`config.mk`:
```
export PLATFORM = sky130hd
export DESIGN_NAME = stick_scroll_autorepeat_top
export DESIGN_NICKNAME = d
export VERILOG_FILES = /design/src/hdl/sticksc_pkg.sv /design/src/hdl/stick_scroll_autorepeat_top.sv /design/src/hdl/sticksc_classify.sv /design/src/hdl/sticksc_dir.sv
export SDC_FILE = /design/constraint.sdc
export NUM_CORES = 1
export LEC_CHECK = 0
export BUFFER_PORTS_ARGS = -buffer_cell sky130_fd_sc_hd__buf_2
export CAP_MARGIN = 20
export CORE_UTILIZATION = 42
export DETAILED_ROUTE_END_ITERATION = 10
export GPL_TIMING_DRIVEN = 0
export SKIP_CTS_REPAIR_TIMING = 1
export SLEW_MARGIN = 20
export SYNTH_ARGS = -nofsm -noshare
export SYNTH_HDL_FRONTEND = slang
export SYNTH_SLANG_ARGS = --single-unit
```
`constraint.sdc`:
```
create_clock -name clk -period 4 [get_ports clk]
set_input_delay 0.6 -clock clk [delete_from_list [all_inputs] [get_ports clk]]
set_output_delay 0.6 -clock clk [all_outputs]
set_load 0.01 [all_outputs]
```
`src/hdl/sticksc_pkg.sv`:
```
package sticksc_pkg;

  localparam int SAMPLE_WIDTH_DEF = 12;
  localparam int THRESH_W         = 11;
  localparam int REPEAT_W         = 4;
  localparam int DIST_W           = 3;
  localparam int WHEEL_W          = 4;
  localparam int CFG_IDX_W        = 3;
  localparam int CFG_DATA_W       = 11;

  localparam logic [THRESH_W-1:0] DEAD_THRESHOLD_RST  = 11'd200;
  localparam logic [THRESH_W-1:0] FAST_THRESHOLD_RST  = 11'd900;
  localparam logic [REPEAT_W-1:0] REPEAT_INTERVAL_RST = 4'd6;
  localparam logic [DIST_W-1:0]   SLOW_DISTANCE_RST   = 3'd1;
  localparam logic [DIST_W-1:0]   FAST_DISTANCE_RST   = 3'd3;

  typedef enum logic [CFG_IDX_W-1:0] {
    REG_DEAD_THRESHOLD  = 3'd0,
    REG_FAST_THRESHOLD  = 3'd1,
    REG_REPEAT_INTERVAL = 3'd2,
    REG_SLOW_DISTANCE   = 3'd3,
    REG_FAST_DISTANCE   = 3'd4
  } cfg_reg_t;

  typedef struct packed {
    logic neg;
    logic pos;
    logic fast;
  } zone_t;

endpackage

```
`src/hdl/stick_scroll_autorepeat_top.sv`:
```
// Channel  | Handshake           | Payload
// input    | in_valid, in_stall  | in_stick_vertical   (SAMPLE_WIDTH bit, signed)
// result   | out_valid, out_stall| out_wheel_distance  (4 bit, signed)
// config   | cfg_wr_en           | cfg_index, cfg_wdata
//
// One sample per cycle sustained unless out_stall holds the pipeline. The sample is
// registered, then zone compare and counter update feed the result register. Samples
// that cause no step produce no result transaction.
// Synchronous active-low reset clears held flags, counters and valids, and loads
// the config registers with their defaults.
// A stalled result holds the pipeline; in_stall rises only while both stages are full.
module stick_scroll_autorepeat_top #(
  parameter int SAMPLE_WIDTH = sticksc_pkg::SAMPLE_WIDTH_DEF
) (
  input  logic                                  clk,
  input  logic                                  rst_n,
  input  logic                                  in_valid,
  output logic                                  in_stall,
  input  logic signed [SAMPLE_WIDTH-1:0]        in_stick_vertical,
  output logic                                  out_valid,
  input  logic                                  out_stall,
  output logic signed [sticksc_pkg::WHEEL_W-1:0] out_wheel_distance,
  input  logic                                  cfg_wr_en,
  input  logic [sticksc_pkg::CFG_IDX_W-1:0]     cfg_index,
  input  logic [sticksc_pkg::CFG_DATA_W-1:0]    cfg_wdata
);
  import sticksc_pkg::*;

  logic [THRESH_W-1:0] dead_threshold_r;
  logic [THRESH_W-1:0] fast_threshold_r;
  logic [REPEAT_W-1:0] repeat_interval_r;
  logic [DIST_W-1:0]   slow_distance_r;
  logic [DIST_W-1:0]   fast_distance_r;

  logic                           s1_valid_r;
  logic signed [SAMPLE_WIDTH-1:0] s1_sample_r;
  logic                           out_valid_r;
  logic signed [WHEEL_W-1:0]      out_wheel_r;
  logic signed [WHEEL_W-1:0]      wheel_nxt;

  logic        s2_ready;
  logic        step_en;
  zone_t       zone;
  logic        neg_emit;
  logic        pos_emit;
  logic        neg_held;
  logic        pos_held;
  logic [DIST_W-1:0] mag;

  always_ff @(posedge clk) begin
    if (!rst_n) begin
      dead_threshold_r  <= DEAD_THRESHOLD_RST;
      fast_threshold_r  <= FAST_THRESHOLD_RST;
      repeat_interval_r <= REPEAT_INTERVAL_RST;
      slow_distance_r   <= SLOW_DISTANCE_RST;
      fast_distance_r   <= FAST_DISTANCE_RST;
    end else if (cfg_wr_en) begin
      unique case (cfg_index)
        REG_DEAD_THRESHOLD:  dead_threshold_r  <= cfg_wdata[THRESH_W-1:0];
        REG_FAST_THRESHOLD:  fast_threshold_r  <= cfg_wdata[THRESH_W-1:0];
        REG_REPEAT_INTERVAL: repeat_interval_r <= cfg_wdata[REPEAT_W-1:0];
        REG_SLOW_DISTANCE:   slow_distance_r   <= cfg_wdata[DIST_W-1:0];
        REG_FAST_DISTANCE:   fast_distance_r   <= cfg_wdata[DIST_W-1:0];
        default: ;
      endcase
    end
  end

  assign s2_ready = !out_valid_r || !out_stall;
  assign step_en  = s1_valid_r && s2_ready;
  assign in_stall = s1_valid_r && !s2_ready;

  always_ff @(posedge clk) begin
    if (!rst_n) begin
      s1_valid_r <= 1'b0;
    end else if (!in_stall) begin
      s1_valid_r <= in_valid;
    end
  end

  always_ff @(posedge clk) begin
    if (!in_stall && in_valid) begin
      s1_sample_r <= in_stick_vertical;
    end
  end

  sticksc_classify #(
    .SAMPLE_WIDTH (SAMPLE_WIDTH)
  ) u_classify (
    .sample         (s1_sample_r),
    .dead_threshold (dead_threshold_r),
    .fast_threshold (fast_threshold_r),
    .zone           (zone)
  );

  sticksc_dir u_neg (
    .clk             (clk),
    .rst_n           (rst_n),
    .step_en         (step_en),
    .active          (zone.neg),
    .repeat_interval (repeat_interval_r),
    .emit            (neg_emit),
    .held            (neg_held)
  );

  sticksc_dir u_pos (
    .clk             (clk),
    .rst_n           (rst_n),
    .step_en         (step_en),
    .active          (zone.pos),
    .repeat_interval (repeat_interval_r),
    .emit            (pos_emit),
    .held            (pos_held)
  );

  always_comb begin
    mag = zone.fast ? fast_distance_r : slow_distance_r;
    if (neg_emit) begin
      wheel_nxt = -$signed({1'b0, mag});
    end else begin
      wheel_nxt = $signed({1'b0, mag});
    end
  end

  always_ff @(posedge clk) begin
    if (!rst_n) begin
      out_valid_r <= 1'b0;
    end else if (s2_ready) begin
      out_valid_r <= step_en && (neg_emit || pos_emit);
    end
  end

  always_ff @(posedge clk) begin
    if (step_en && (neg_emit || pos_emit)) begin
      out_wheel_r <= wheel_nxt;
    end
  end

  assign out_valid          = out_valid_r;
  assign out_wheel_distance = out_wheel_r;

  a_stall_full: assert property (@(posedge clk) disable iff (!rst_n)
    in_stall |-> (s1_valid_r && out_valid_r && out_stall))
    else $error("input stalled without a full pipeline");

  a_one_dir_emit: assert property (@(posedge clk) disable iff (!rst_n)
    step_en |-> !(neg_emit && pos_emit))
    else $error("both directions emit on one sample");

  a_one_dir_held: assert property (@(posedge clk) disable iff (!rst_n)
    !(neg_held && pos_held))
    else $error("both directions held");

  a_result_from_step: assert property (@(posedge clk) disable iff (!rst_n)
    (out_valid_r && !$past(out_valid_r)) |-> $past(step_en))
    else $error("result appeared without a processed sample");

endmodule

```
`src/hdl/sticksc_classify.sv`:
```
module sticksc_classify #(
  parameter int SAMPLE_WIDTH = sticksc_pkg::SAMPLE_WIDTH_DEF
) (
  input  logic signed [SAMPLE_WIDTH-1:0]     sample,
  input  logic [sticksc_pkg::THRESH_W-1:0]   dead_threshold,
  input  logic [sticksc_pkg::THRESH_W-1:0]   fast_threshold,
  output sticksc_pkg::zone_t                 zone
);
  import sticksc_pkg::*;

  localparam int CMP_W = ((SAMPLE_WIDTH > THRESH_W) ? SAMPLE_WIDTH : THRESH_W) + 2;

  logic signed [CMP_W-1:0] v_ext;
  logic signed [CMP_W-1:0] dead_ext;
  logic signed [CMP_W-1:0] fast_ext;
  logic                    neg_fast;
  logic                    neg_dead;
  logic                    pos_fast;
  logic                    pos_dead;

  always_comb begin
    v_ext    = CMP_W'(sample);
    dead_ext = $signed(CMP_W'(dead_threshold));
    fast_ext = $signed(CMP_W'(fast_threshold));
    neg_fast = v_ext < -fast_ext;
    neg_dead = v_ext < -dead_ext;
    pos_fast = v_ext > fast_ext;
    pos_dead = v_ext > dead_ext;
    zone.neg  = neg_fast || neg_dead;
    zone.pos  = pos_fast || pos_dead;
    zone.fast = neg_fast || pos_fast;
  end

endmodule

```
`src/hdl/sticksc_dir.sv`:
```
module sticksc_dir (
  input  logic                             clk,
  input  logic                             rst_n,
  input  logic                             step_en,
  input  logic                             active,
  input  logic [sticksc_pkg::REPEAT_W-1:0] repeat_interval,
  output logic                             emit,
  output logic                             held
);
  import sticksc_pkg::*;

  logic                held_r;
  logic                held_nxt;
  logic [REPEAT_W-1:0] count_r;
  logic [REPEAT_W-1:0] count_nxt;
  logic                expired;

  always_comb begin
    expired   = count_r <= REPEAT_W'(1);
    emit      = active && (!held_r || expired);
    held_nxt  = active;
    count_nxt = count_r;
    if (active) begin
      if (!held_r || expired) begin
        count_nxt = repeat_interval;
      end else begin
        count_nxt = count_r - REPEAT_W'(1);
      end
    end
  end

  always_ff @(posedge clk) begin
    if (!rst_n) begin
      held_r  <= 1'b0;
      count_r <= '0;
    end else if (step_en) begin
      held_r  <= held_nxt;
      count_r <= count_nxt;
    end
  end

  assign held = held_r;

endmodule

```
==> impl_metrics.py, run 1 <==
metrics = {
    "route": {
        "wl_per_cell_um": 15.9,
        "drt_iter0_drc": 206,
        "vias_per_cell": 5.41,
        "first_pass_iters": 4,
        "drcViolationCount": 0,
        "ant_nets": 0,
        "drt-total-wl_um": 9730,
        "dr_total_vias": 3324,
    },
    "pwr": {
        "p_leak_nw": 1.92,
        "peakVddDrop_mv": 0.173,
        "p_total_mw": 1.52,
        "p_per_area_nw_per_um2": 337,
    },
    "global_routing": {
        "antenna_found_initial": 0,
        "grtUsageMet3": 0.0302,
        "top_usage_layer": "met2",
        "grt_pass1_wl_um": 15800,
        "use_met1": 0.285,
        "grt_util_met2": 0.344,
        "grt_start_max_net_pins": 13,
        "grtUsageTotal": 0.209,
        "gr-total-overflow": 0,
        "grt_pass1_vias": 3216,
    },
    "sta": {
        "rsz0062_at_grt": "no",
        "skew_ns": 0.0109,
        "fin_crit_ns": 3.65,
        "setup_ws_ns": 0.350,
        "maxSlewHeadroom": 0.404,
        "slew_viol_final": 0,
        "max_freq_mhz": 274,
        "worst_slew_pin_slew_ns": 0.886,
        "hold_violations": 0,
        "finalCritPeriodShare": 0.912,
        "setup_violations": 0,
        "fin_setup_tns_ns": 0,
    },
    "synthesis": {
        "synth_xor_area_frac": 0.0376,
        "netlist_top_cells_count": "77 x nand2_1, 55 x ha_1, 44 x dfxtp_1",
        "netlist-cell-type-count": 49,
        "synth-seq-cells": 60,
        "synth-simple-area-share": 0.194,
        "post-synth-top-area-cell": "dfxtp_1",
        "ys_seq_area_frac": 0.343,
        "avgSynthCellArea_sq_um": 8.77,
        "synthFlopType": "dfxtp_1",
        "synth_most_common_cell": "nand2_1",
        "synth.top_cell.area_share": 0.222,
        "synth-compound-area-share": 0.175,
        "async_reset_ff_frac": 0,
        "ys_warn_count": 0,
        "synth.mux.area_fraction": 0.0303,
        "syn_area_sq_um": 3970,
        "synth-adder-area-share": 0.174,
        "synth_area_leaders": "dfxtp_1 22%, ha_1 17%, edfxtp_1 12%, nand2_1 7.3%, inv_1 3.5%",
        "synth_edf_count": 16,
        "netlist_instances": 452,
        "synth_top_family_by_area": "simple AND/OR/NAND/NOR gates",
        "synth_fp_nets": 538,
    },
    "critical_path": {
        "crit_arrival_ns": 3.64,
        "setup.worst_path.end_class": "flip-flop",
        "cp-start-kind": "flip-flop",
        "critPathRequiredTime_ns": 3.99,
        "critical_path_class": "flip-flop to flip-flop",
        "crit_fanout": 9,
    },
    "cells_and_area": {
        "regArea_sq_um": 1360,
        "syn_to_final_growth_pct": 14.0,
        "n_antenna_cell": 0,
        "nets": 584,
        "final_layout_size_suffix_gt1_frac": 0.117,
        "n_fill_cell": 886,
        "multi_input_area_sq_um": 2430,
        "finish.utilization": 0.492,
    },
    "floorplanning": {
        "core-area_sq_um": 9200,
        "fp.dieW_um": 99.2,
        "floorplan.rows": 35,
        "dieArea_sq_um": 9830,
        "io_pins": 37,
        "die_h_um": 99.2,
        "initial_core_util": 0.431,
    },
    "placed_design": {
        "detailedPlace.worstSlack_ns": 0.397,
        "port_buffers": 35,
        "dp_hpwl_um": 7520,
        "routabilityCongestion": 0.881,
    },
    "clock_tree": {
        "insertion_delay_ns": 0.33,
        "cts_made_buffers": 9,
        "cts_root_buf": "clkbuf_8",
        "cts_tree": "yes",
        "clkTransAtPathRegs_ns": 0.08,
        "cts_sinks": 60,
        "cts_max_level": 3,
        "clock_path_buffers": 2,
    },
    "status": {
        "outcome": "finished, final reports clean",
    },
    "hold_path": {
        "hold_path_class": "input pin to flip-flop",
    },
    "job": {
        "maxCapViolCount": 0,
    },
}
## stage by stage
stage | hold WS (ns) | area (sq um) | instances
floorplan | 0.443 | 3970 | 452
global placement | 0.461 | 4280 | 598
CTS | 0.422 | 4520 | 614
finish | 0.442 | 4520 | 614
global route | 0.419 | 4520 | 614
detailed placement | 0.468 | 4280 | 598
## cells in the final DEF, fill, tap and decap left out, types with 8 or more instances in the layout
cell type  count
edfxtp_1      16
a21boi_0      15
nand4_1       10
inv_1         37
buf_2         35
clkbuf_1      13
nor2_1        18
ha_1          55
xnor2_1       15
mux2i_1       12
nand2_1       77
a21oi_1       15
dfxtp_1       44
clkbuf_8       9
o211ai_1      13
o21ai_0        8
nor2b_1        9
nand3_1       14
## worst paths after layout
kind                                            start               endpoint  slack [ns]  cells past startpoint
worst max register to register    dead_threshold_r[0]  out_wheel_distance[1]        0.35                     13
worst min register to register       u_pos.count_r[1]       u_pos.count_r[1]        0.47                      2
worst min-delay path            in_stick_vertical[11]        s1_sample_r[11]        0.44                      1
worst max-delay path              dead_threshold_r[0]  out_wheel_distance[1]        0.35                     13
## power by group
part / internal (mW) / total [mW] / switching [mW]
Clock: 0.390 / 0.641 / 0.251
Combinational: 0.0867 / 0.208 / 0.121
Sequential: 0.650 / 0.674 / 0.0246
## critical path: stages, from the launching register on
cell      delay [ns]
dfxtp_1         0.37
inv_1           0.11
ha_1            0.19
nand3_1         0.13
nor3_1          0.28
xnor2_1         0.17
ha_1            0.26
and3_1          0.18
a221o_1         0.29
a31oi_1         0.28
o211a_1         0.26
a221oi_4        0.08
or2_1           0.31
a21oi_1         0.39
## metal layers
metal,share of wire,vias up
met4,0.0098,0
li1,-,1713
met2,0.46,66
met1,0.49,1535
met5,0,-
met3,0.038,10
## final cells by class
type	instances	share of cell area
Multi-Input combinational cell	343	0.537
Sequential cell	60	0.301
Timing Repair Buffer	35	0.0387
Clock buffer	11	0.0338
Inverter	37	0.0307
Tap cell	111	0.0307
Clock inverter	5	0.0180
Buffer	12	0.00996
## registers in the layout, summed over array words and instances, names as in the netlist
| name | cells |
|---|---|
| s1_valid_r | 1 |
| slow_distance_r | 3 |
| dead_threshold_r | 11 |
| u_neg.count_r | 4 |
| fast_distance_r | 3 |
| s1_sample_r | 12 |
| fast_threshold_r | 11 |
| out_valid | 1 |
| u_pos.held | 1 |
| u_pos.count_r | 4 |
| out_wheel_distance | 4 |
| u_neg.held | 1 |
| repeat_interval_r | 4 |
## cells by family (layout without fill, tap and decap cells)
kind of cell             after synthesis  after routing
AND/OR/NAND/NOR                      163            163
AO/OA/AOI/OAI                         96             96
flip-flops                            60             60
adder cells (fa/ha/maj)               55             55
buffers and inverters                 49            100
XOR/XNOR                              17             17
multiplexers                          12             12
Power figures use the tool's default switching activity.
==> run 2, diff against run 1 <==
Settings changed: CORE_MARGIN from default to 3.
==> run 2 against run 1 <==
Net effect: die area increased by 8.2%; register-to-register slack improved by 0.06 ns; first-iteration DRC count is the same; fmax is 1.5% higher; clock skew down 0.0033 ns; hold slack worse by 0.012 ns; setup slack improved by 0.055 ns; critical path depth unchanged; global-route usage shrank 1.1 points; cell area is 0.19% higher; critical endpoint unchanged; highest routed layer unchanged.
==> impl_metrics.py, run 2 (synthesis results as in run 1) <==
metrics = {
    "status": {
        "outcome": "finished, final reports clean",
    },
    "sta": {
        "rsz0062_at_grt": "no",
        "maxSlewHeadroom": 0.426,
        "hold_violations": 0,
        "worst_slew_pin_slew_ns": 0.853,
        "setup_violations": 0,
        "fin_setup_tns_ns": 0,
        "setup_ws_ns": 0.406,
        "hold_slack_ns": 0.430,
        "skew_ns": 0.00755,
        "fin_crit_ns": 3.59,
        "finalCritPeriodShare": 0.899,
        "max_freq_mhz": 278,
        "slew_viol_final": 0,
    },
    "global_routing": {
        "grt_pass1_wl_um": 16200,
        "antenna_found_initial": 0,
        "grt_start_max_net_pins": 13,
        "gr-total-overflow": 0,
        "grt_pass1_vias": 3255,
        "grtUsageTotal": 0.198,
    },
    "pwr": {
        "p_switching_mw": 0.424,
        "p_per_area_nw_per_um2": 349,
        "p_int_mw": 1.15,
        "peakVddDrop_mv": 0.154,
        "p_leak_nw": 1.93,
        "power_frac_comb": 0.131,
        "power.share.clock": 0.441,
        "switching_share": 0.268,
        "p_seq_frac": 0.428,
    },
    "cells_and_area": {
        "n_antenna_cell": 0,
        "largest_reg_flops": 12,
        "regArea_sq_um": 1360,
        "final_layout_size_suffix_gt1_frac": 0.119,
        "n_fill_cell": 876,
        "syn_to_final_growth_pct": 14.2,
        "nets": 584,
        "layout_common_cells": "77 x nand2_1, 55 x ha_1, 44 x dfxtp_1",
        "largestRegisters": "s1_sample_r: 12 flops, dead_threshold_r: 11 flops, fast_threshold_r: 11 flops",
        "layout_commonest_cell": "nand2_1",
        "multi_input_area_sq_um": 2430,
        "largest_register": "s1_sample_r",
    },
    "floorplanning": {
        "die_h_um": 103,
        "initial_core_util": 0.444,
        "fp.dieW_um": 103,
        "core-area_sq_um": 8930,
        "io_pins": 37,
        "dieArea_sq_um": 10600,
        "floorplan.rows": 34,
    },
    "route": {
        "first_pass_iters": 4,
        "ant_nets": 0,
        "drcViolationCount": 0,
        "vias_per_cell": 5.43,
        "drt_iter0_drc": 206,
        "wl_per_cell_um": 16.3,
        "dr_total_vias": 3315,
        "drt-total-wl_um": 9940,
    },
    "critical_path": {
        "cp-start-kind": "flip-flop",
        "critical_path_class": "flip-flop to flip-flop",
        "critPathRequiredTime_ns": 4.00,
        "setup.worst_path.end_class": "flip-flop",
        "crit_arrival_ns": 3.60,
        "r2r_slack_ns": 0.41,
        "crit_fanout": 9,
    },
    "job": {
        "maxCapViolCount": 0,
    },
    "clock_tree": {
        "cts_sinks": 60,
        "cts_tree": "yes",
        "clkTransAtPathRegs_ns": 0.08,
        "cts_root_buf": "clkbuf_8",
        "cts_max_level": 3,
        "clock_path_buffers": 2,
        "insertion_delay_ns": 0.34,
        "cts_made_buffers": 9,
    },
    "hold_path": {
        "hold_path_class": "input pin to flip-flop",
    },
    "placed_design": {
        "routabilityCongestion": 0.860,
        "dp_hpwl_um": 7690,
        "port_buffers": 35,
        "detailedPlace.worstSlack_ns": 0.403,
    },
}
==> run 2: cell count changes in the layout (fill, tap and decap cells not counted) <==
cell	change
clkinv_4	+2
bufinv_16	+1
clkbuf_1	-1
clkbuf_16	-1
clkinv_2	-1
clkinvlp_4	-1
inv_4	+1
==> run 2: worst paths after layout <==
check | start | to | cells after the start
max | fast_threshold_r[3] | out_wheel_distance[1] | 13
min | in_stick_vertical[7] | s1_sample_r[7] | 1
max reg2reg | fast_threshold_r[3] | out_wheel_distance[1] | 13
min reg2reg | fast_threshold_r[10] | fast_threshold_r[10] | 2
==> run 2: layout make-up <==
type | count | area share
inverter | 37 | 0.0307
buffer | 12 | 0.00994
clock inverter | 7 | 0.0271
sequential | 60 | 0.301
timing repair buffer | 35 | 0.0387
clock buffer | 9 | 0.0273
tap | 108 | 0.0298
multi-input combinational | 343 | 0.536
==> run 2: through the flow <==
step	power (mW)	utilization	instances	area (sq um)
CTS	1.59	0.506	611	4520
global placement	0.887	0.479	595	4280
floorplan	0.821	-	452	3970
detailed placement	0.895	0.479	595	4280
finish	1.58	0.507	611	4530
global route	1.65	0.507	611	4530
==> run 2: metal layers <==
layer	GRT usage	wire length, um	up-vias
li1	-	-	1708
met1	0.275	4710	1529
met2	0.316	4570	69
met3	0.0379	565	9
met4	0.0528	92	0
met5	0	0	-
==> run 2: power groups by stage <==
| stage | Combinational, mW | Sequential (mW) | Clock [mW] |
|---|---|---|---|
| final | 0.207 | 0.675 | 0.696 |
| after global routing | 0.238 | 0.678 | 0.732 |
| after CTS | 0.208 | 0.675 | 0.705 |
| after detailed placement | 0.207 | 0.688 | 0 |
| after global placement | 0.199 | 0.688 | 0 |
| after floorplan | 0.140 | 0.681 | 0 |
==> run 2: worst max-delay path: stages, from the launching register on <==
cell and delay, ns:
dfxtp_1 0.32, inv_1 0.16, nand4_1 0.14, nor2_1 0.14, nand2_1 0.15, nor3_1 0.21
xnor2_1 0.16, ha_1 0.26, and4_1 0.23, a221o_1 0.38, o21ai_2 0.24, a221oi_4 0.16
or2_1 0.30, a21oi_1 0.38
